`src/sv/u8u16_pkg.sv`:
```
// Shared types and constants for the UTF-8 to UTF-16 transcoder.
`default_nettype none

package u8u16_pkg;

    localparam int QUEUE_DEPTH_DEF = 4;

    localparam logic [15:0] HIGH_SURR_BASE = 16'hD800;
    localparam logic [15:0] LOW_SURR_BASE  = 16'hDC00;
    localparam logic [20:0] SUPP_BASE      = 21'h10000;
    localparam logic [20:0] CODE_MAX       = 21'h10FFFF;
    localparam logic [20:0] SURR_FIRST     = 21'h0D800;
    localparam logic [20:0] SURR_LAST      = 21'h0DFFF;
    localparam logic [20:0] TWO_BYTE_MIN   = 21'h00080;
    localparam logic [20:0] THREE_BYTE_MIN = 21'h00800;

    typedef struct packed {
        logic [7:0] in_byte;
        logic       last_byte;
    } in_item_t;

    typedef struct packed {
        logic [15:0] code_unit;
        logic        unit_valid;
        logic        bad_input;
        logic        end_of_string;
    } out_item_t;

    typedef enum logic [1:0] {
        JOB_UNIT = 2'd0,
        JOB_PAIR = 2'd1,
        JOB_END  = 2'd2
    } job_op_t;

    // One unit, one surrogate pair (payload is the code point less 0x10000),
    // or a bare end marker.
    typedef struct packed {
        job_op_t     op;
        logic [19:0] payload;
        logic        eos;
        logic        bad;
    } job_t;

    typedef struct packed {
        logic full;
        logic head_valid;
    } q_status_t;

endpackage

`default_nettype wire

```
`src/sv/u8u16_front.sv`:
```
// Front end: decodes UTF-8 bytes and posts output jobs to the queue.
`default_nettype none

module u8u16_front
    import u8u16_pkg::*;
(
    input  wire logic     clk,
    input  wire logic     rst_n,
    input  wire logic     take,
    input  wire in_item_t item,
    output logic          push,
    output job_t          push_job
);

    logic [1:0]  pend_reg, pend_next;
    logic [1:0]  seq_reg, seq_next;
    logic [20:0] part_reg, part_next;
    logic        err_reg, err_next;

    logic [7:0]  c;
    logic [20:0] cp_full;
    logic [20:0] cp_off;
    logic        cp_bad;
    logic        unit_go;
    logic        pair_go;

    assign c       = item.in_byte;
    assign cp_full = {part_reg[14:0], c[5:0]};
    assign cp_off  = cp_full - SUPP_BASE;

    always_comb
    begin
        unique case (seq_reg)
            2'd1:    cp_bad = cp_full < TWO_BYTE_MIN;
            2'd2:    cp_bad = (cp_full < THREE_BYTE_MIN) ||
                              ((cp_full >= SURR_FIRST) && (cp_full <= SURR_LAST));
            default: cp_bad = (cp_full < SUPP_BASE) || (cp_full > CODE_MAX);
        endcase
    end

    always_comb
    begin
        pend_next = pend_reg;
        seq_next  = seq_reg;
        part_next = part_reg;
        err_next  = err_reg;
        unit_go   = 1'b0;
        pair_go   = 1'b0;
        push      = 1'b0;
        push_job  = '0;

        if (!err_reg)
        begin
            if (pend_reg == 2'd0)
            begin
                unique case (c) inside
                    [8'h00:8'h7F]:
                    begin
                        unit_go = 1'b1;
                    end
                    [8'hC0:8'hDF]:
                    begin
                        part_next = {16'd0, c[4:0]};
                        pend_next = 2'd1;
                        seq_next  = 2'd1;
                    end
                    [8'hE0:8'hEF]:
                    begin
                        part_next = {17'd0, c[3:0]};
                        pend_next = 2'd2;
                        seq_next  = 2'd2;
                    end
                    [8'hF0:8'hF7]:
                    begin
                        part_next = {18'd0, c[2:0]};
                        pend_next = 2'd3;
                        seq_next  = 2'd3;
                    end
                    default:
                    begin
                        err_next = 1'b1;
                    end
                endcase
            end
            else if (c[7:6] != 2'b10)
            begin
                err_next  = 1'b1;
                pend_next = 2'd0;
            end
            else
            begin
                part_next = cp_full;
                pend_next = pend_reg - 2'd1;
                if (pend_reg == 2'd1)
                begin
                    // sequence complete: range and overlong checks
                    if (cp_bad)
                        err_next = 1'b1;
                    else if (cp_full[20:16] == 5'd0)
                        unit_go = 1'b1;
                    else
                        pair_go = 1'b1;
                    part_next = '0;
                    seq_next  = 2'd0;
                end
            end
        end

        // truncated sequence at end of string
        if (item.last_byte && !err_next && (pend_next != 2'd0))
            err_next = 1'b1;

        if (unit_go)
        begin
            push_job.op      = JOB_UNIT;
            push_job.payload = (pend_reg == 2'd0) ? {12'd0, c} : {4'd0, cp_full[15:0]};
            push_job.eos     = item.last_byte;
            push             = take;
        end
        else if (pair_go)
        begin
            push_job.op      = JOB_PAIR;
            push_job.payload = cp_off[19:0];
            push_job.eos     = item.last_byte;
            push             = take;
        end
        else if (item.last_byte)
        begin
            push_job.op  = JOB_END;
            push_job.eos = 1'b1;
            push_job.bad = err_next;
            push         = take;
        end

        if (item.last_byte)
        begin
            pend_next = '0;
            seq_next  = '0;
            part_next = '0;
            err_next  = 1'b0;
        end
    end

    always_ff @(posedge clk or negedge rst_n)
    begin
        if (!rst_n)
        begin
            pend_reg <= '0;
            seq_reg  <= '0;
            part_reg <= '0;
            err_reg  <= 1'b0;
        end
        else if (take)
        begin
            pend_reg <= pend_next;
            seq_reg  <= seq_next;
            part_reg <= part_next;
            err_reg  <= err_next;
        end
    end

endmodule

`default_nettype wire

```
`src/sv/u8u16_queue.sv`:
```
// Short job queue between the decoder and the output stage.
`default_nettype none

module u8u16_queue
    import u8u16_pkg::*;
#(
    parameter int DEPTH = QUEUE_DEPTH_DEF
)
(
    input  wire logic clk,
    input  wire logic rst_n,
    input  wire logic push,
    input  wire job_t push_job,
    input  wire logic pop,
    output job_t      head_job,
    output q_status_t status
);

    localparam int PTR_W = (DEPTH > 1) ? $clog2(DEPTH) : 1;
    localparam int CNT_W = $clog2(DEPTH + 1);
    localparam logic [PTR_W-1:0] PTR_LAST = PTR_W'(DEPTH - 1);
    localparam logic [CNT_W-1:0] CNT_FULL = CNT_W'(DEPTH);

    job_t             mem [DEPTH];
    logic [PTR_W-1:0] wr_ptr_reg, wr_ptr_next;
    logic [PTR_W-1:0] rd_ptr_reg, rd_ptr_next;
    logic [CNT_W-1:0] count_reg, count_next;
    logic             do_push;
    logic             do_pop;

    assign status.full       = (count_reg == CNT_FULL);
    assign status.head_valid = (count_reg != '0);
    assign head_job          = mem[rd_ptr_reg];

    assign do_push = push && !status.full;
    assign do_pop  = pop && status.head_valid;

    always_comb
    begin
        wr_ptr_next = wr_ptr_reg;
        rd_ptr_next = rd_ptr_reg;
        count_next  = count_reg;
        if (do_push)
            wr_ptr_next = (wr_ptr_reg == PTR_LAST) ? '0 : wr_ptr_reg + 1'b1;
        if (do_pop)
            rd_ptr_next = (rd_ptr_reg == PTR_LAST) ? '0 : rd_ptr_reg + 1'b1;
        if (do_push && !do_pop)
            count_next = count_reg + 1'b1;
        else if (do_pop && !do_push)
            count_next = count_reg - 1'b1;
    end

    always_ff @(posedge clk)
    begin
        if (do_push)
            mem[wr_ptr_reg] <= push_job;
    end

    always_ff @(posedge clk or negedge rst_n)
    begin
        if (!rst_n)
        begin
            wr_ptr_reg <= '0;
            rd_ptr_reg <= '0;
            count_reg  <= '0;
        end
        else
        begin
            wr_ptr_reg <= wr_ptr_next;
            rd_ptr_reg <= rd_ptr_next;
            count_reg  <= count_next;
        end
    end

endmodule

`default_nettype wire

```
`src/sv/u8u16_back.sv`:
```
// Output stage: turns queued jobs into UTF-16 result transfers.
`default_nettype none

module u8u16_back
    import u8u16_pkg::*;
(
    input  wire logic      clk,
    input  wire logic      rst_n,
    input  wire job_t      head_job,
    input  wire q_status_t status,
    output logic           pop,
    input  wire logic      dst_stall,
    output logic           dst_valid,
    output out_item_t      dst_data
);

    logic      valid_reg, valid_next;
    out_item_t data_reg, data_next;
    logic      half_reg, half_next;
    logic      load;

    assign load      = !valid_reg || !dst_stall;
    assign dst_valid = valid_reg;
    assign dst_data  = data_reg;

    always_comb
    begin
        valid_next = valid_reg;
        data_next  = data_reg;
        half_next  = half_reg;
        pop        = 1'b0;
        if (load)
        begin
            valid_next = status.head_valid;
            data_next  = '0;
            if (status.head_valid)
            begin
                unique case (head_job.op)
                    JOB_UNIT:
                    begin
                        data_next.code_unit     = head_job.payload[15:0];
                        data_next.unit_valid    = 1'b1;
                        data_next.end_of_string = head_job.eos;
                        pop                     = 1'b1;
                    end
                    JOB_PAIR:
                    begin
                        data_next.unit_valid = 1'b1;
                        if (!half_reg)
                        begin
                            // high half first; hold the job for the low half
                            data_next.code_unit = HIGH_SURR_BASE |
                                                  {6'd0, head_job.payload[19:10]};
                            half_next           = 1'b1;
                        end
                        else
                        begin
                            data_next.code_unit     = LOW_SURR_BASE |
                                                      {6'd0, head_job.payload[9:0]};
                            data_next.end_of_string = head_job.eos;
                            half_next               = 1'b0;
                            pop                     = 1'b1;
                        end
                    end
                    default:
                    begin
                        data_next.bad_input     = head_job.bad;
                        data_next.end_of_string = 1'b1;
                        pop                     = 1'b1;
                    end
                endcase
            end
        end
    end

    always_ff @(posedge clk or negedge rst_n)
    begin
        if (!rst_n)
        begin
            valid_reg <= 1'b0;
            half_reg  <= 1'b0;
        end
        else
        begin
            valid_reg <= valid_next;
            half_reg  <= half_next;
        end
    end

    always_ff @(posedge clk)
    begin
        data_reg <= data_next;
    end

endmodule

`default_nettype wire

```
`src/sv/utf8_to_utf16_transcoder.sv`:
```
// UTF-8 to UTF-16 transcoder top level.
// Takes one UTF-8 byte per cycle on the src channel and delivers UTF-16 code
// units on the dst channel, with a flagged end-of-string transfer that
// carries the malformed-string flag. The decoder accepts a byte every cycle
// while the job queue (QUEUE_DEPTH entries) has room; the output register
// delivers one code unit per cycle while dst_stall is low, so a supplementary
// code point occupies the output for two code units and the sustained rate
// is one byte or one output unit per cycle, whichever is fewer. Each result
// is registered in the queue and then in the output register.
`default_nettype none

module utf8_to_utf16_transcoder
    import u8u16_pkg::*;
#(
    parameter int QUEUE_DEPTH = QUEUE_DEPTH_DEF
)
(
    input  wire logic      clk,
    input  wire logic      rst_n,
    input  wire logic      src_valid,
    output logic           src_stall,
    input  wire in_item_t  src_data,
    output logic           dst_valid,
    input  wire logic      dst_stall,
    output out_item_t      dst_data
);

    logic      take;
    logic      push;
    job_t      push_job;
    logic      pop;
    job_t      head_job;
    q_status_t q_status;

    assign src_stall = q_status.full;
    assign take      = src_valid && !src_stall;

    u8u16_front u_front (
        .clk      (clk),
        .rst_n    (rst_n),
        .take     (take),
        .item     (src_data),
        .push     (push),
        .push_job (push_job)
    );

    u8u16_queue #(
        .DEPTH (QUEUE_DEPTH)
    ) u_queue (
        .clk      (clk),
        .rst_n    (rst_n),
        .push     (push),
        .push_job (push_job),
        .pop      (pop),
        .head_job (head_job),
        .status   (q_status)
    );

    u8u16_back u_back (
        .clk       (clk),
        .rst_n     (rst_n),
        .head_job  (head_job),
        .status    (q_status),
        .pop       (pop),
        .dst_stall (dst_stall),
        .dst_valid (dst_valid),
        .dst_data  (dst_data)
    );

`ifndef ASSERT_OFF
    // a malformed flag only ever rides on a bare end transfer
    a_bad_is_end: assert property (@(posedge clk) disable iff (!rst_n)
        (dst_valid && dst_data.bad_input) |->
            (dst_data.end_of_string && !dst_data.unit_valid))
        else $error("bad_input on a non-end result");

    // a high surrogate is always followed at once by its low half
    a_pair_order: assert property (@(posedge clk) disable iff (!rst_n)
        (dst_valid && !dst_stall && dst_data.unit_valid &&
         (dst_data.code_unit[15:10] == 6'b110110)) |=>
            (dst_valid && dst_data.unit_valid &&
             (dst_data.code_unit[15:10] == 6'b110111)))
        else $error("high surrogate not followed by low surrogate");

    // a queued job reaches an empty output register on the next cycle
    a_drain: assert property (@(posedge clk) disable iff (!rst_n)
        (q_status.head_valid && !dst_valid) |=> dst_valid)
        else $error("queued job not moved to output");

    // the decoder never posts a job into a full queue
    a_no_overflow: assert property (@(posedge clk) disable iff (!rst_n)
        push |-> !q_status.full)
        else $error("job pushed into full queue");
`endif

endmodule

`default_nettype wire

```
`config.mk`:
```
export PLATFORM = sky130hd
export DESIGN_NAME = utf8_to_utf16_transcoder
export DESIGN_NICKNAME = d
export VERILOG_FILES = /design/src/sv/u8u16_pkg.sv /design/src/sv/u8u16_front.sv /design/src/sv/u8u16_queue.sv /design/src/sv/u8u16_back.sv /design/src/sv/utf8_to_utf16_transcoder.sv
export SDC_FILE = /design/constraint.sdc
export NUM_CORES = 1
export LEC_CHECK = 0
export BUFFER_PORTS_ARGS = -buffer_cell sky130_fd_sc_hd__buf_2
export CAP_MARGIN = 5
export CORE_ASPECT_RATIO = 0.6
export CORE_MARGIN = 2
export CORE_UTILIZATION = 40
export CTS_CLUSTER_DIAMETER = 120
export DETAILED_ROUTE_END_ITERATION = 12
export PLACE_DENSITY = 0.59
export SLEW_MARGIN = 30
export SYNTH_ARGS = -nofsm -noshare
export SYNTH_HDL_FRONTEND = slang
export SYNTH_SLANG_ARGS = --single-unit
```
`constraint.sdc`:
```
create_clock -name clk -period 4.2 [get_ports clk]
set_input_delay 0.42 -clock clk [delete_from_list [all_inputs] [get_ports clk]]
set_output_delay 0.42 -clock clk [all_outputs]
set_load 0.03 [all_outputs]
```
# After elaboration in Yosys (flattened, before gate mapping)
# Memories as Yosys holds them, arrays and structs flattened.
# Index checks and enable logic that the tools add are counted.
[word_totals]
mem_count = 1
reg_bits = 48
output_inout_bits = 21
wordCells = 145
mem_bits_rw = 96
[memory_table]
columns = ["memory", "words", "width", "read_ports", "rd_clocked_by_memory_dff", "write_ports", "line", "source"]
rows = [
  ["u_queue.mem", 4, 24, 1, 0, 1, "u8u16_queue.sv:24", "job_t mem [DEPTH];"],
]
[op_classes]
bitwise_logic = 1
n_addsub = 6
eq_ne = 11
n_lt_le_gt_ge = 14
n_mux = 66
n_reduce_logical = 33
[ops]
columns = ["operator", "count"]
rows = [
  ["2-to-1 mux 15 bit", 5],
  ["one-hot mux 15 bit (3 select lines)", 1],
  ["2-to-1 mux 1 bit", 35],
  ["one-hot mux 17 bit (2 select lines)", 1],
  ["2-to-1 mux 2 bit", 14],
  [">= comparator 8 bit, second input constant", 3],
  ["<= comparator 8 bit, second input constant", 3],
  ["2-to-1 mux 23 bit", 1],
  [">= comparator 21 x 16 -> 1 bit, second input constant", 1],
  ["greater-than comparator 21 bit, second input constant", 1],
  ["<= comparator 21 x 16 -> 1 bit, second input constant", 1],
  ["less-than comparator 21 x 12 -> 1 bit, second input constant", 1],
  ["less-than comparator 21 x 17 -> 1 bit, second input constant", 1],
  ["less-than comparator 21 x 8 -> 1 bit, second input constant", 1],
  ["2-to-1 mux 20 bit", 1],
  ["subtractor 20 x 17 -> 20 bit, second input constant", 1],
  ["2-to-1 mux 16 bit", 1],
  ["logical AND 1 bit", 12],
  ["one-hot mux 2 bit (3 select lines)", 2],
  ["2-to-1 mux 11 bit", 1],
  [">= comparator 8 x 1 -> 1 bit, second input constant", 1],
  ["<= comparator 8 x 7 -> 1 bit, second input constant", 1],
  ["== test 2 x 1 -> 1 bit, second input constant", 3],
  ["== test 2 bit, second input constant", 3],
  ["other kinds (22)", 36],
]

# Logic depth before layout (Yosys ltp)
# Gate-level depths: netlist of run 1.
[depth]
ltp_word = 16
ltp_mapped = 14

# By module
# From an unflattened synthesis of run 1, not the netlist that was laid out.
[hier_totals]
hier_cells = 429
hier_area_um2 = 6427.4
[by_module_without_submodules]
columns = ["mod", "seq_area_each_um2", "cells_per_inst", "n_inst", "area_each_um2"]
rows = [
  ["u8u16_queue", 3057.9, 163, 1, 3971.3],
  ["u8u16_front", 500.5, 186, 1, 1495.2],
  ["u8u16_back", 620.6, 79, 1, 947.2],
  ["utf8_to_utf16_transcoder", 0.0, 1, 1, 13.8],
]

# Least setup slack after synthesis of run 1
# OpenSTA, ideal clock, no wires.
[synth_timing]
kind = "flip-flop to flip-flop"
startpoint = "register u_front.pend_reg[0]"
endpoint = "memory u_queue.mem[3][0] (netlist name) (enable)"
setup_ps = 442
stages_incl_launch_ff = 9
arrival_time_ps = 3581
synth_period_minus_slack_ps = 4023
path_slack_ps = 177
required_ps = 3758
cell_sequence = "dfrtp_1 > inv_1 > ha_1 > inv_1 > nand2_1 > or3b_4 > a211oi_2 > nor2_1 > a211oi_1"
[synth_between]
elab_chain_cells = 10
elab_cells_between_ends = 15
[synth_lines]
columns = ["item", "line", "source"]
rows = [
  ["start: declaration", "u8u16_front.sv:15", "logic [1:0] pend_reg, pend_next;"],
  ["start signal: assignment", "u8u16_front.sv:155", "pend_reg <= pend_next;"],
  ["== test 2 x 1 -> 1 bit", "u8u16_front.sv:94", "if (pend_reg == 2'd1)"],
  ["2-to-1 mux 1 bit", "u8u16_front.sv:94", ""],
  ["2-to-1 mux 1 bit", "u8u16_front.sv:85", "else if (c[7:6] != 2'b10)"],
  ["2-to-1 mux 1 bit", "u8u16_front.sv:54", "if (pend_reg == 2'd0)"],
  ["2-to-1 mux 1 bit", "u8u16_front.sv:52", "if (!err_reg)"],
  ["2-to-1 mux 1 bit", "u8u16_front.sv:120", "else if (pair_go)"],
  ["2-to-1 mux 1 bit (*)", "u8u16_front.sv:113", "if (unit_go)"],
  ["logical AND 1 bit (*)", "u8u16_queue.sv:35", "assign do_push = push && !status.full;"],
  ["2-to-1 mux 1 bit (*)", "u8u16_queue.sv:55", "if (do_push)"],
  ["2-to-1 mux 1 bit (not written as such) (*)", "u8u16_queue.sv:56", "mem[wr_ptr_reg] <= push_job;"],
  ["end: declaration", "u8u16_queue.sv:24", ""],
]
# Mark *: on every way between the ends. The rest lies on a longest branch, timed or not.

# Worst setup path in the final report of run 1
[layout_timing]
startpoint = "register u_front.pend_reg[0]"
endpoint = "register u_queue.count_reg[2]"
[layout_between]
elab_chain_cells = 11
elab_cells_between_ends = 18
[layout_lines]
columns = ["item", "line", "source"]
rows = [
  ["== test 2 x 1 -> 1 bit", "u8u16_front.sv:94", ""],
  ["2-to-1 mux 1 bit", "u8u16_front.sv:94", ""],
  ["2-to-1 mux 1 bit", "u8u16_front.sv:85", ""],
  ["2-to-1 mux 1 bit", "u8u16_front.sv:54", ""],
  ["2-to-1 mux 1 bit", "u8u16_front.sv:52", ""],
  ["2-to-1 mux 1 bit", "u8u16_front.sv:120", ""],
  ["2-to-1 mux 1 bit (*)", "u8u16_front.sv:113", ""],
  ["logical AND 1 bit (*)", "u8u16_queue.sv:35", ""],
  ["net u_queue.do_push", "u8u16_queue.sv:28", "logic do_push;"],
  ["logical NOT 1 bit", "u8u16_queue.sv:49", "else if (do_pop && !do_push)"],
  ["logical AND 1 bit", "u8u16_queue.sv:49", ""],
  ["nonzero test 2 bit (no line)", "--", ""],
  ["end signal: assignment", "u8u16_queue.sv:71", "count_reg <= count_next;"],
  ["end: declaration", "u8u16_queue.sv:27", "logic [CNT_W-1:0] count_reg, count_next;"],
]
# Mark *: on every way through the listed nets, which the timed path passes. The rest lies on a longest branch.
# A chain may end at the register's enable or synchronous reset.

==> results.md, run 1 <==
| Item | This run |
|---|---|
| Top routing layer in use | met4 |
| Met3 routed WL | 891 µm |
| Routed Antenna Nets | 0 |
| Clk root buf | sky130_fd_sc_hd__clkbuf_16 |
| Core Rows | 35 |
| Flip-flop count of the largest register after layout | 96 |
| Outcome | completed |
| Post-synthesis to final-layout area growth | 16.48% |
| HPWL reported at the end of detailed placement | 9031 µm |
| Worst Setup Slack post-DPL | 0.8169 ns |
| Number of warnings printed during yosys synthesis | 0 |
| Setup TNS Final | 0 ns |
| Leakage Power | 2.652 nW |
| Power per standard cell area | 750.0 nW/µm² |
| Clock Pin Slew Worst Setup and Hold Paths | 0.06 ns |
| Clock Path Buffers | 2 |
| Horizontal die dimension | 165.3 µm |
| All-Layer GR Usage | 0.1749 |
| TritonCTS clock tree | done |
| Worst Clk Skew | 0.01071 ns |
| Violation count after the first detailed-route iteration | 304 |
| Synthesized instance count | 419 |
| Pin slew with the least headroom to its limit | 0.8231 ns |
| Number of synthesized flops with an enable pin | 115 |
| Number of vias after detailed routing | 3608 |
| Max Cap Violations | 0 |
| Skew-Pair Late Insertion Delay | 0.41 ns |
| Number of nets in the final layout | 484 |
| Setup-violating endpoint count in the final report | 0 |
| Synthesized cell area | 6242 µm² |
| Fin. Hold Viols | 0 |
| CTS Hold Bufs | 0 |
| Flop and latch count out of synthesis | 144 |
| Part of the cycle the worst path needs | 0.8087 |
| Number of instances in the placed design | 643 |
| Number of remaining DRC errors | 0 |
| Number of global-route vias before repair | 3806 |
| Kind of critical path | reg2reg |
| Largest net degree at the start of global routing | 35 |
| Highest-count cells in the layout ignoring fill and taps | sky130_fd_sc_hd__edfxtp_1 (115), sky130_fd_sc_hd__nand2_1 (39), sky130_fd_sc_hd__nor2_1 (33), sky130_fd_sc_hd__buf_2 (33), sky130_fd_sc_hd__dfrtp_1 (29) |
| DRT met1 WL | 6599 µm |
| Input/output buffers | 33 |
| Max-Slew Margin vs Limit | 0.4499 |
| Worst reg2reg path depth | 14 |
| First-pass iteration count of the detailed router | 7 |
| Total inserted antenna cells | 0 |
| First-pass GRT wire length | 21070 µm |
| Worst hold slack after final layout | 0.04679 ns |
| Placeable Area | 15280 µm² |
| Leading cell type in the layout, fill and taps excluded | sky130_fd_sc_hd__edfxtp_1 |
| CP Launch Type | register |
| Synthesized netlist net count | 444 |
| Worst Path Required | 4.53 ns |
| Routability-driven placement congestion ratio | 0.8353 |
| Post-CTS Repair Setup Buffers | 0 |
| Category of the worst setup path capture point | register |
| Clock net sink count | 144 |
| Overall die height | 100.8 µm |
| HP Class | in2async |
| Mapped Avg Cell Area | 14.90 µm² |
| Total die area | 16650 µm² |
| Top FF cell, synth | sky130_fd_sc_hd__edfxtp_1 |
| Remaining global-route overflow | 0 |
| Antenna violations before repair | 0 |
| Peak ir drop on the vdd network | 0.0003664 V |
| RSZ-0062 raised after global routing | false |
| Post_cts resized | 0 |
| Maximum level of the CTS H-tree | 4 |
| Max Transition Viols Final | 0 |
| Final setup margin | 0.8034 ns |
| Maximum clock frequency | 294.4 MHz |
| Sequential area share after synthesis | 0.6695 |
| Num ports | 34 |
| Worst path arrival time | 3.73 ns |
| Async set or reset register ratio after synthesis | 0.2014 |
| Routed vias/inst | 5.345 |
| Routed WL per cell | 19.69 µm |
| Met2 wire len | 5763 µm |
| Number of distinct library cells after synthesis | 58 |
| Cts bufs inserted | 17 |
| Detailed-route wire length | 13290 µm |
| Final std cells w/o fill | 675 |
| Initial core utilization | 0.4084 |
| Share of cells above drive strength 1 | 0.2394 |
| Final critical delay including setup and external delays | 3.397 ns |
| Maximum net fanout on the critical path | 7 |
[cells in the mapped netlist, types with 3 or more instances]
master / instances / area (µm²)
sky130_fd_sc_hd__nand3_1: 3 / 15.01
sky130_fd_sc_hd__ha_1: 11 / 137.6
sky130_fd_sc_hd__clkbuf_1: 12 / 45.04
sky130_fd_sc_hd__nand4_1: 3 / 18.77
sky130_fd_sc_hd__a22oi_1: 10 / 75.07
sky130_fd_sc_hd__and2_1: 16 / 100.1
sky130_fd_sc_hd__nor3_1: 9 / 45.04
sky130_fd_sc_hd__nand2b_1: 3 / 18.77
sky130_fd_sc_hd__dfrtp_1: 29 / 725.7
sky130_fd_sc_hd__and3_1: 3 / 18.77
sky130_fd_sc_hd__mux4_2: 24 / 540.5
sky130_fd_sc_hd__xnor2_1: 4 / 35.03
sky130_fd_sc_hd__inv_1: 13 / 48.80
sky130_fd_sc_hd__nand2_1: 40 / 150.1
sky130_fd_sc_hd__buf_2: 5 / 25.02
sky130_fd_sc_hd__o21ai_0: 22 / 110.1
sky130_fd_sc_hd__nor2_1: 33 / 123.9
sky130_fd_sc_hd__o211a_1: 3 / 30.03
sky130_fd_sc_hd__a21oi_1: 9 / 45.04
sky130_fd_sc_hd__edfxtp_1: 115 / 3453
sky130_fd_sc_hd__mux2_2: 4 / 45.04
[metrics by stage]
stage | total power, mW | instance area, µm² | utilization
3_5_place_dp | 3.889 | 6638 | 0.4343
2_1_floorplan | 3.407 | 6242 | -
3_3_place_gp | 3.854 | 6638 | 0.4343
4_1_cts | 5.497 | 7268 | 0.4756
6_report | 5.453 | 7271 | 0.4757
5_1_grt | 5.768 | 7271 | 0.4757
[cell families after synthesis]
| family | share of synthesized area |
|---|---|
| AOI/OAI and AO/OA | 0.07938 |
| xor gates and xnor gates | 0.008418 |
| adders and majority gates | 0.02526 |
| buffers and inverters | 0.02265 |
| DFF | 0.6695 |
| muxes | 0.09701 |
| and+or+nand+nor | 0.09781 |
[critical path, stage by stage, from the launching register on]
cell	delay (ns)
sky130_fd_sc_hd__dfrtp_1	0.38
sky130_fd_sc_hd__inv_1	0.07
sky130_fd_sc_hd__ha_1	0.30
sky130_fd_sc_hd__inv_1	0.20
sky130_fd_sc_hd__nand2_1	0.10
sky130_fd_sc_hd__or3b_4	0.42
sky130_fd_sc_hd__a211oi_2	0.35
sky130_fd_sc_hd__nor2_1	0.18
sky130_fd_sc_hd__a21oi_1	0.24
sky130_fd_sc_hd__ha_1	0.23
sky130_fd_sc_hd__inv_1	0.06
sky130_fd_sc_hd__fa_1	0.38
sky130_fd_sc_hd__xor2_1	0.15
sky130_fd_sc_hd__nor2_1	0.11
sky130_fd_sc_hd__xor2_1	0.15
[per-layer routing]
metal / up-vias / GRT usage
met1: 1826 / 0.2543
met5: - / 0
met3: 6 / 0.04977
li1: 1669 / -
met2: 107 / 0.2574
met4: 0 / 0.05084
[final cells by class]
class | instances | area (µm²)
fill | 1327 | 8013
sequential | 144 | 4179
multi-input combinational | 242 | 1937
clock buffer | 17 | 425.4
tap | 203 | 254.0
timing repair buffer | 40 | 217.7
clock inverter | 15 | 205.2
inverter | 14 | 52.55
[power breakdown]
group / switching, mW / internal [mW]
registers: 0.184 / 1.94
logic: 1.08 / 0.654
clock network: 0.598 / 1.00
[worst paths after layout]
check	start	end	slack, ns
min in group clk	src_data[1]	u_front.part_reg[0]	0.29
min	rst_n	u_back.dst_valid	0.05
max reg2reg	u_front.pend_reg[0]	u_queue.count_reg[2]	0.80
max in group asynchronous	rst_n	u_front.part_reg[10]	3.66
max	u_front.pend_reg[0]	u_queue.count_reg[2]	0.80
min reg2reg	u_queue.count_reg[2]	u_queue.count_reg[2]	0.49
(Power assumes the default switching activity.)
==> run 2: changes to the inputs <==
Settings changed: PLACE_DENSITY 0.59 to 0.57.
Clock period 4.2 ns to 3.48 ns, I/O delays scaled along.
==> results.md, run 2 (synthesis gave the netlist of run 1 again) <==
| Item | This run | vs previous |
|---|---|---|
| Most common cell type on the critical path | sky130_fd_sc_hd__inv_1 |  |
| Worst Path Required | 3.81 ns | -0.72 ns |
| Antenna violations before repair | 0 | unchanged |
| Maximum clock frequency | 310.8 MHz | +5.6% |
| Pin slew with the least headroom to its limit | 0.7457 ns | -0.07735 ns |
| Number of instances in the placed design | 647 | +0.62% |
| Final-layout fill cell count | 1345 | +1.4% |
| Outcome | complete, but fails checks |  |
| Worst hold slack after final layout | -0.009006 ns | -0.05579 ns |
| Placement-stage cell area | 6668 µm² | +0.45% |
| Detailed-route wire length | 13130 µm | -1.2% |
| Worst path arrival time | 3.55 ns | -0.18 ns |
| Leading cell type in the layout, fill and taps excluded | sky130_fd_sc_hd__edfxtp_1 |  |
| Post-layout total power | 6.334 mW | +16% |
| CP Launch Type | register |  |
| Final std cells w/o fill | 679 | +0.59% |
| Total die area | 16650 µm² | unchanged |
| CP peak stage delay | 0.43 ns | about the same |
| Register-to-register path setup slack | 0.26 ns | -0.54 ns |
| Overall die height | 100.8 µm | unchanged |
| Number of buffers and inverters on the critical path | 3 | unchanged |
| Dominant delay contributor by cell family on the critical path | adder cells |  |
| Clock Pin Slew Worst Setup and Hold Paths | 0.06 ns | about the same |
| Kind of critical path | reg2reg |  |
| Setup-violating endpoint count in the final report | 0 | unchanged |
| Reg-to-Reg Start | u_front.pend_reg[0] |  |
| Maximum net fanout on the critical path | 7 | unchanged |
| Remaining global-route overflow | 0 | unchanged |
| Clk root buf | sky130_fd_sc_hd__clkbuf_16 |  |
| Part of the cycle the worst path needs | 0.9247 | +0.1159 |
| Leakage Power | 2.629 nW | -0.87% |
| Routed vias/inst | 5.290 | -1.0% |
| Core Rows | 35 | unchanged |
| Violated checks | hold timing |  |
| Ordered list of cells on the worst path | inv_1 -> ha_1 -> inv_1 -> nand2_1 -> or3b_4 -> a211oi_4 -> nor2_1 -> a21oi_1 -> ha_1 -> inv_1 -> fa_1 -> xor2_1 -> nor2_1 -> xor2_1 |  |
| Number of global-route vias before repair | 3686 | -3.2% |
| Cts bufs inserted | 17 | unchanged |
| R2r endpoint | u_queue.count_reg[2] |  |
| Final setup margin | 0.2622 ns | -0.5412 ns |
| First-pass iteration count of the detailed router | 4 | -3 |
| Post-CTS Repair Setup Buffers | 0 | unchanged |
| Largest net degree at the start of global routing | 35 | unchanged |
| Number of remaining DRC errors | 0 | unchanged |
| Placeable Area | 15280 µm² | unchanged |
| Total inserted antenna cells | 0 | unchanged |
| Num ports | 34 | unchanged |
| Skew-Pair Late Insertion Delay | 0.42 ns | about the same |
| Share of cells above drive strength 1 | 0.2458 | +0.006392 |
| First-pass GRT wire length | 20780 µm | -1.4% |
| Number of nets in the final layout | 488 | +0.83% |
| Power per standard cell area | 875.5 nW/µm² | +17% |
| RSZ-0062 raised after global routing | false |  |
| Setup TNS Final | 0 ns | unchanged |
| Maximum level of the CTS H-tree | 4 | unchanged |
| HPWL reported at the end of detailed placement | 8992 µm | -0.44% |
| CTS Hold Bufs | 0 | unchanged |
| Max Transition Viols Final | 0 | unchanged |
| Flip-flop count of the largest register after layout | 96 | unchanged |
| Library cell contributing the largest single delay on the critical path | sky130_fd_sc_hd__or3b_4 |  |
| Violation count after the first detailed-route iteration | 299 | -1.6% |
| Final critical delay including setup and external delays | 3.218 ns | -0.1788 ns |
| Max-Slew Margin vs Limit | 0.4990 | +0.04907 |
| Worst reg2reg path depth | 14 | unchanged |
| Post-synthesis to final-layout area growth | 15.89% |  |
| Routed WL per cell | 19.33 µm | -1.8% |
| HP Class | in2async |  |
| Worst Clk Skew | 0.01394 ns | +0.003226 ns |
| Peak ir drop on the vdd network | 0.0004367 V | +19% |
| Category of the worst setup path capture point | register |  |
| Initial core utilization | 0.4084 | unchanged |
| Clock net sink count | 144 | unchanged |
| Routed Antenna Nets | 0 | unchanged |
| Utilization of the core after routing | 0.4734 | -0.002375 |
| Clock Path Buffers | 2 | unchanged |
| Worst Setup Slack post-DPL | 0.2691 ns | -0.5478 ns |
| Number of vias after detailed routing | 3592 | -0.44% |
| Input/output buffers | 33 | unchanged |
| Final design area excluding fillers | 7234 µm² | -0.50% |
| TritonCTS clock tree | done |  |
| Horizontal die dimension | 165.3 µm | unchanged |
| Highest-count cells in the layout ignoring fill and taps | sky130_fd_sc_hd__edfxtp_1 (115), sky130_fd_sc_hd__nand2_1 (39), sky130_fd_sc_hd__nor2_1 (33), sky130_fd_sc_hd__buf_2 (33), sky130_fd_sc_hd__dfrtp_1 (29) |  |
| Fin. Hold Viols | 15 | +15 |
| All-Layer GR Usage | 0.1730 | -0.001830 |
| Routability-driven placement congestion ratio | 0.8264 | -1.1% |
| Max Cap Violations | 0 | unchanged |
==> run 2: cell count changes in the layout (fill, tap and decap cells not counted), moves of 2 or more <==
| cell | change |
|---|---|
| sky130_fd_sc_hd__buf_4 | +4 |
| sky130_fd_sc_hd__inv_6 | -2 |
| sky130_fd_sc_hd__clkinvlp_4 | +2 |
| sky130_fd_sc_hd__bufinv_16 | -4 |
| sky130_fd_sc_hd__clkinv_4 | +3 |
==> run 2: repair_timing <==
action | 4_1_cts | 5_1_grt
gates resized for setup | 0 | 1
endpoints found under the hold margin | 0 | 0
endpoints found under the setup margin | 0 | 1
==> run 2: metal layers <==
layer | wire, µm | up-vias | global-route usage
li1 | - | 1681 | -
met1 | 6783 | 1792 | 0.2614
met2 | 5508 | 110 | 0.2478
met3 | 746 | 9 | 0.04278
met4 | 89 | 0 | 0.05151
met5 | 0 | - | 0
==> run 2: worst max path at each step <==
stage / from / to / slack, ns / cells after the start
after CTS: u_front.pend_reg[0] / u_queue.count_reg[2] / 0.23 / 14
after global routing: u_front.pend_reg[0] / u_queue.count_reg[2] / 0.006 / 14
final: u_front.pend_reg[0] / u_queue.count_reg[2] / 0.26 / 14
after floorplan: u_front.pend_reg[0] / u_queue.mem[3][0] / 0.28 / 8
after detailed placement: u_front.pend_reg[0] / u_queue.count_reg[2] / 0.27 / 14
after global placement: u_front.pend_reg[0] / u_queue.count_reg[2] / 0.38 / 14
==> run 2: cell type report <==
cell class | count | area (µm²) | area share
well taps | 203 | 254.0 | 0.03511
repair buffers | 44 | 247.7 | 0.03424
multi-input cells | 242 | 1944 | 0.2688
inverters | 14 | 52.55 | 0.007264
clock buffers | 17 | 425.4 | 0.05880
clock inverters | 15 | 131.4 | 0.01816
flip-flops and latches | 144 | 4179 | 0.5777
==> run 2: power breakdown <==
group          switching, mW  internal (mW)  leakage (nW)  total, mW
Clock                  0.748          0.930         0.259       1.68
Sequential             0.218           2.34          1.47       2.56
Combinational           1.29          0.808         0.902       2.10
Total                   2.26           4.08          2.63       6.33
==> run 2: worst reg2reg max path, delay by kind of cell, from the launching register on <==
| family | cells | cell delay, ns |
|---|---|---|
| AO/OA/AOI/OAI | 2 | 0.47 |
| XOR/XNOR | 2 | 0.31 |
| adder cells (fa/ha/maj) | 3 | 0.84 |
| buffers and inverters | 3 | 0.31 |
| flip-flops | 1 | 0.39 |
| AND/OR/NAND/NOR | 4 | 0.81 |
==> run 3: changes to the inputs <==
Settings changed: HOLD_SLACK_MARGIN set to 0.08.
==> results.md, run 3 (synthesis gave the netlist of run 1 again) <==
| Item | This run | vs previous |
|---|---|---|
| TritonCTS clock tree | done |  |
| Post-layout total power | 6.343 mW | +0.14% |
| Maximum level of the CTS H-tree | 4 | unchanged |
| Reg-to-Reg Start | u_front.pend_reg[0] |  |
| Max-Slew Margin vs Limit | 0.4931 | -0.005887 |
| Number of instances in the placed design | 647 | unchanged |
| Overall die height | 100.8 µm | unchanged |
| Skew-Pair Late Insertion Delay | 0.42 ns | about the same |
| Placeable Area | 15280 µm² | unchanged |
| Capturing instance or port of the critical path | u_queue.count_reg[2] |  |
| Category of the worst setup path capture point | register |  |
| Largest net degree at the start of global routing | 35 | unchanged |
| Kind of critical path | reg2reg |  |
| Worst reg2reg path depth | 14 | unchanged |
| Register-to-register path setup slack | 0.26 ns | about the same |
| Final std cells w/o fill | 680 | +0.15% |
| Met3 Use GR | 0.04278 | unchanged |
| Max Transition Viols Final | 0 | unchanged |
| Fin. Hold Viols | 0 | -15 |
| Routed Antenna Nets | 0 | unchanged |
| Leakage Power | 2.634 nW | +0.16% |
| Power per standard cell area | 875.5 nW/µm² | about the same |
| Routability-driven placement congestion ratio | 0.8264 | unchanged |
| FF/Latch Area | 4179 µm² | unchanged |
| Number of nets in the final layout | 489 | +0.20% |
| First-pass GRT wire length | 20780 µm | unchanged |
| CP Launch Type | register |  |
| Maximum net fanout on the critical path | 7 | unchanged |
| Number of global-route vias before repair | 3686 | unchanged |
| Input/output buffers | 33 | unchanged |
| R2r endpoint | u_queue.count_reg[2] |  |
| Setup-violating endpoint count in the final report | 0 | unchanged |
| Area of the multi-input gates | 1944 µm² | unchanged |
| Violation count after the first detailed-route iteration | 349 | +17% |
| Post-synthesis to final-layout area growth | 16.06% |  |
| Maximum clock frequency | 310.9 MHz | about the same |
| Remaining global-route overflow | 0 | unchanged |
| Cts bufs inserted | 17 | unchanged |
| Met1 routing resource usage after global routing | 0.2614 | unchanged |
| Final critical delay including setup and external delays | 3.217 ns | -0.001310 ns |
| Global-route layer with the greatest usage | met1 |  |
| Highest-count cells in the layout ignoring fill and taps | sky130_fd_sc_hd__edfxtp_1 (115), sky130_fd_sc_hd__nand2_1 (39), sky130_fd_sc_hd__nor2_1 (33), sky130_fd_sc_hd__buf_2 (33), sky130_fd_sc_hd__dfrtp_1 (29) |  |
| Met2 capacity usage during global routing | 0.2478 | unchanged |
| Total die area | 16650 µm² | unchanged |
| Total inserted antenna cells | 0 | unchanged |
| Pin slew with the least headroom to its limit | 0.7545 ns | +0.008764 ns |
| Share of cells above drive strength 1 | 0.2453 | -0.0005153 |
| Worst Setup Slack post-DPL | 0.2691 ns | unchanged |
| Max Cap Violations | 0 | unchanged |
| Peak ir drop on the vdd network | 0.0004385 V | +0.42% |
| Horizontal die dimension | 165.3 µm | unchanged |
| Hold depth | 3 |  |
| Initial core utilization | 0.4084 | unchanged |
| Final-layout fill cell count | 1345 | unchanged |
| All-Layer GR Usage | 0.1730 | unchanged |
| Worst Path Required | 3.81 ns | about the same |
| Worst path arrival time | 3.55 ns | about the same |
| Routed vias/inst | 5.297 | +0.13% |
| Post-CTS Repair Setup Buffers | 0 | unchanged |
| HP Class | in2reg |  |
| Core Rows | 35 | unchanged |
| Number of vias after detailed routing | 3602 | +0.28% |
| Antenna violations before repair | 0 | unchanged |
| Detailed-route wire length | 13180 µm | +0.37% |
| Crit. Startpoint | u_front.pend_reg[0] |  |
| First-pass iteration count of the detailed router | 4 | unchanged |
| HPWL reported at the end of detailed placement | 8992 µm | unchanged |
| Num ports | 34 | unchanged |
| Number of remaining DRC errors | 0 | unchanged |
| RSZ-0062 raised after global routing | false |  |
| Clock net sink count | 144 | unchanged |
| Clk root buf | sky130_fd_sc_hd__clkbuf_16 |  |
| Clock Path Buffers | 2 | unchanged |
| Final setup margin | 0.2635 ns | +0.001310 ns |
| Clock Pin Slew Worst Setup and Hold Paths | 0.06 ns | about the same |
| Leading cell type in the layout, fill and taps excluded | sky130_fd_sc_hd__edfxtp_1 |  |
| Setup TNS Final | 0 ns | unchanged |
| Routed WL per cell | 19.38 µm | +0.22% |
| Part of the cycle the worst path needs | 0.9243 | about the same |
| Flip-flop count of the largest register after layout | 96 | unchanged |
| Outcome | completed |  |
| Worst Clk Skew | 0.01429 ns | +0.0003495 ns |
-- run 3: cell count changes in the layout (fill, tap and decap cells not counted), sizes merged --
cell         delta
dlygate4sd3     +1
-- run 3: layout make-up --
class,instances,area share
sequential,144,0.5769
multi-input combinational,242,0.2684
clock buffer,17,0.05872
timing repair buffer,45,0.03558
tap,203,0.03506
clock inverter,15,0.01813
inverter,14,0.007254
-- run 3: worst min path at each step --
stage | startpoint | to
after global routing | src_data[1] | u_front.part_reg[0]
after global placement | rst_n | u_front.part_reg[10]
after floorplan | rst_n | u_back.dst_valid
after CTS | src_data[1] | u_front.part_reg[0]
after detailed placement | rst_n | u_front.part_reg[7]
final | src_data[1] | u_front.part_reg[0]
-- run 3: critical path, stage by stage (launching register included) --
cell and delay, ns:
sky130_fd_sc_hd__dfrtp_1 0.39, sky130_fd_sc_hd__inv_1 0.07, sky130_fd_sc_hd__ha_1 0.27, sky130_fd_sc_hd__inv_1 0.18, sky130_fd_sc_hd__nand2_1 0.10, sky130_fd_sc_hd__or3b_4 0.43
sky130_fd_sc_hd__a211oi_4 0.29, sky130_fd_sc_hd__nor2_1 0.16, sky130_fd_sc_hd__a21oi_1 0.18, sky130_fd_sc_hd__ha_1 0.20, sky130_fd_sc_hd__inv_1 0.06, sky130_fd_sc_hd__fa_1 0.37
sky130_fd_sc_hd__xor2_1 0.15, sky130_fd_sc_hd__nor2_1 0.11, sky130_fd_sc_hd__xor2_1 0.16
-- run 3: repair_timing --
action | in CTS | in global routing
endpoints found under the setup margin | 0 | 1
resized for setup | 0 | 1
endpoints found under the hold margin | 29 | 0
hold buffers | 1 | 0
-- run 3: metrics by stage --
stage	instance area, µm²	hold slack [ns]	utilization
6_report	7244	0.2033	0.4740
5_1_grt	7244	0.2432	0.4740
4_1_cts	7234	0.1871	0.4734
3_5_place_dp	6668	0.4520	0.4363
3_3_place_gp	6668	0.4501	0.4363
2_1_floorplan	6247	0.05241	-
-- run 3: metal layers --
layer,vias to the layer above,wire length (µm)
li1,1686,-
met5,-,0
met2,100,5499
met4,0,97
met1,1805,6879
met3,11,699
-- run 3: where the power goes --
| part | internal [mW] | switching [mW] | total (mW) |
|---|---|---|---|
| Sequential | 2.34 | 0.217 | 2.56 |
| Combinational | 0.809 | 1.29 | 2.10 |
| Clock | 0.930 | 0.752 | 1.68 |
| Total | 4.08 | 2.26 | 6.34 |
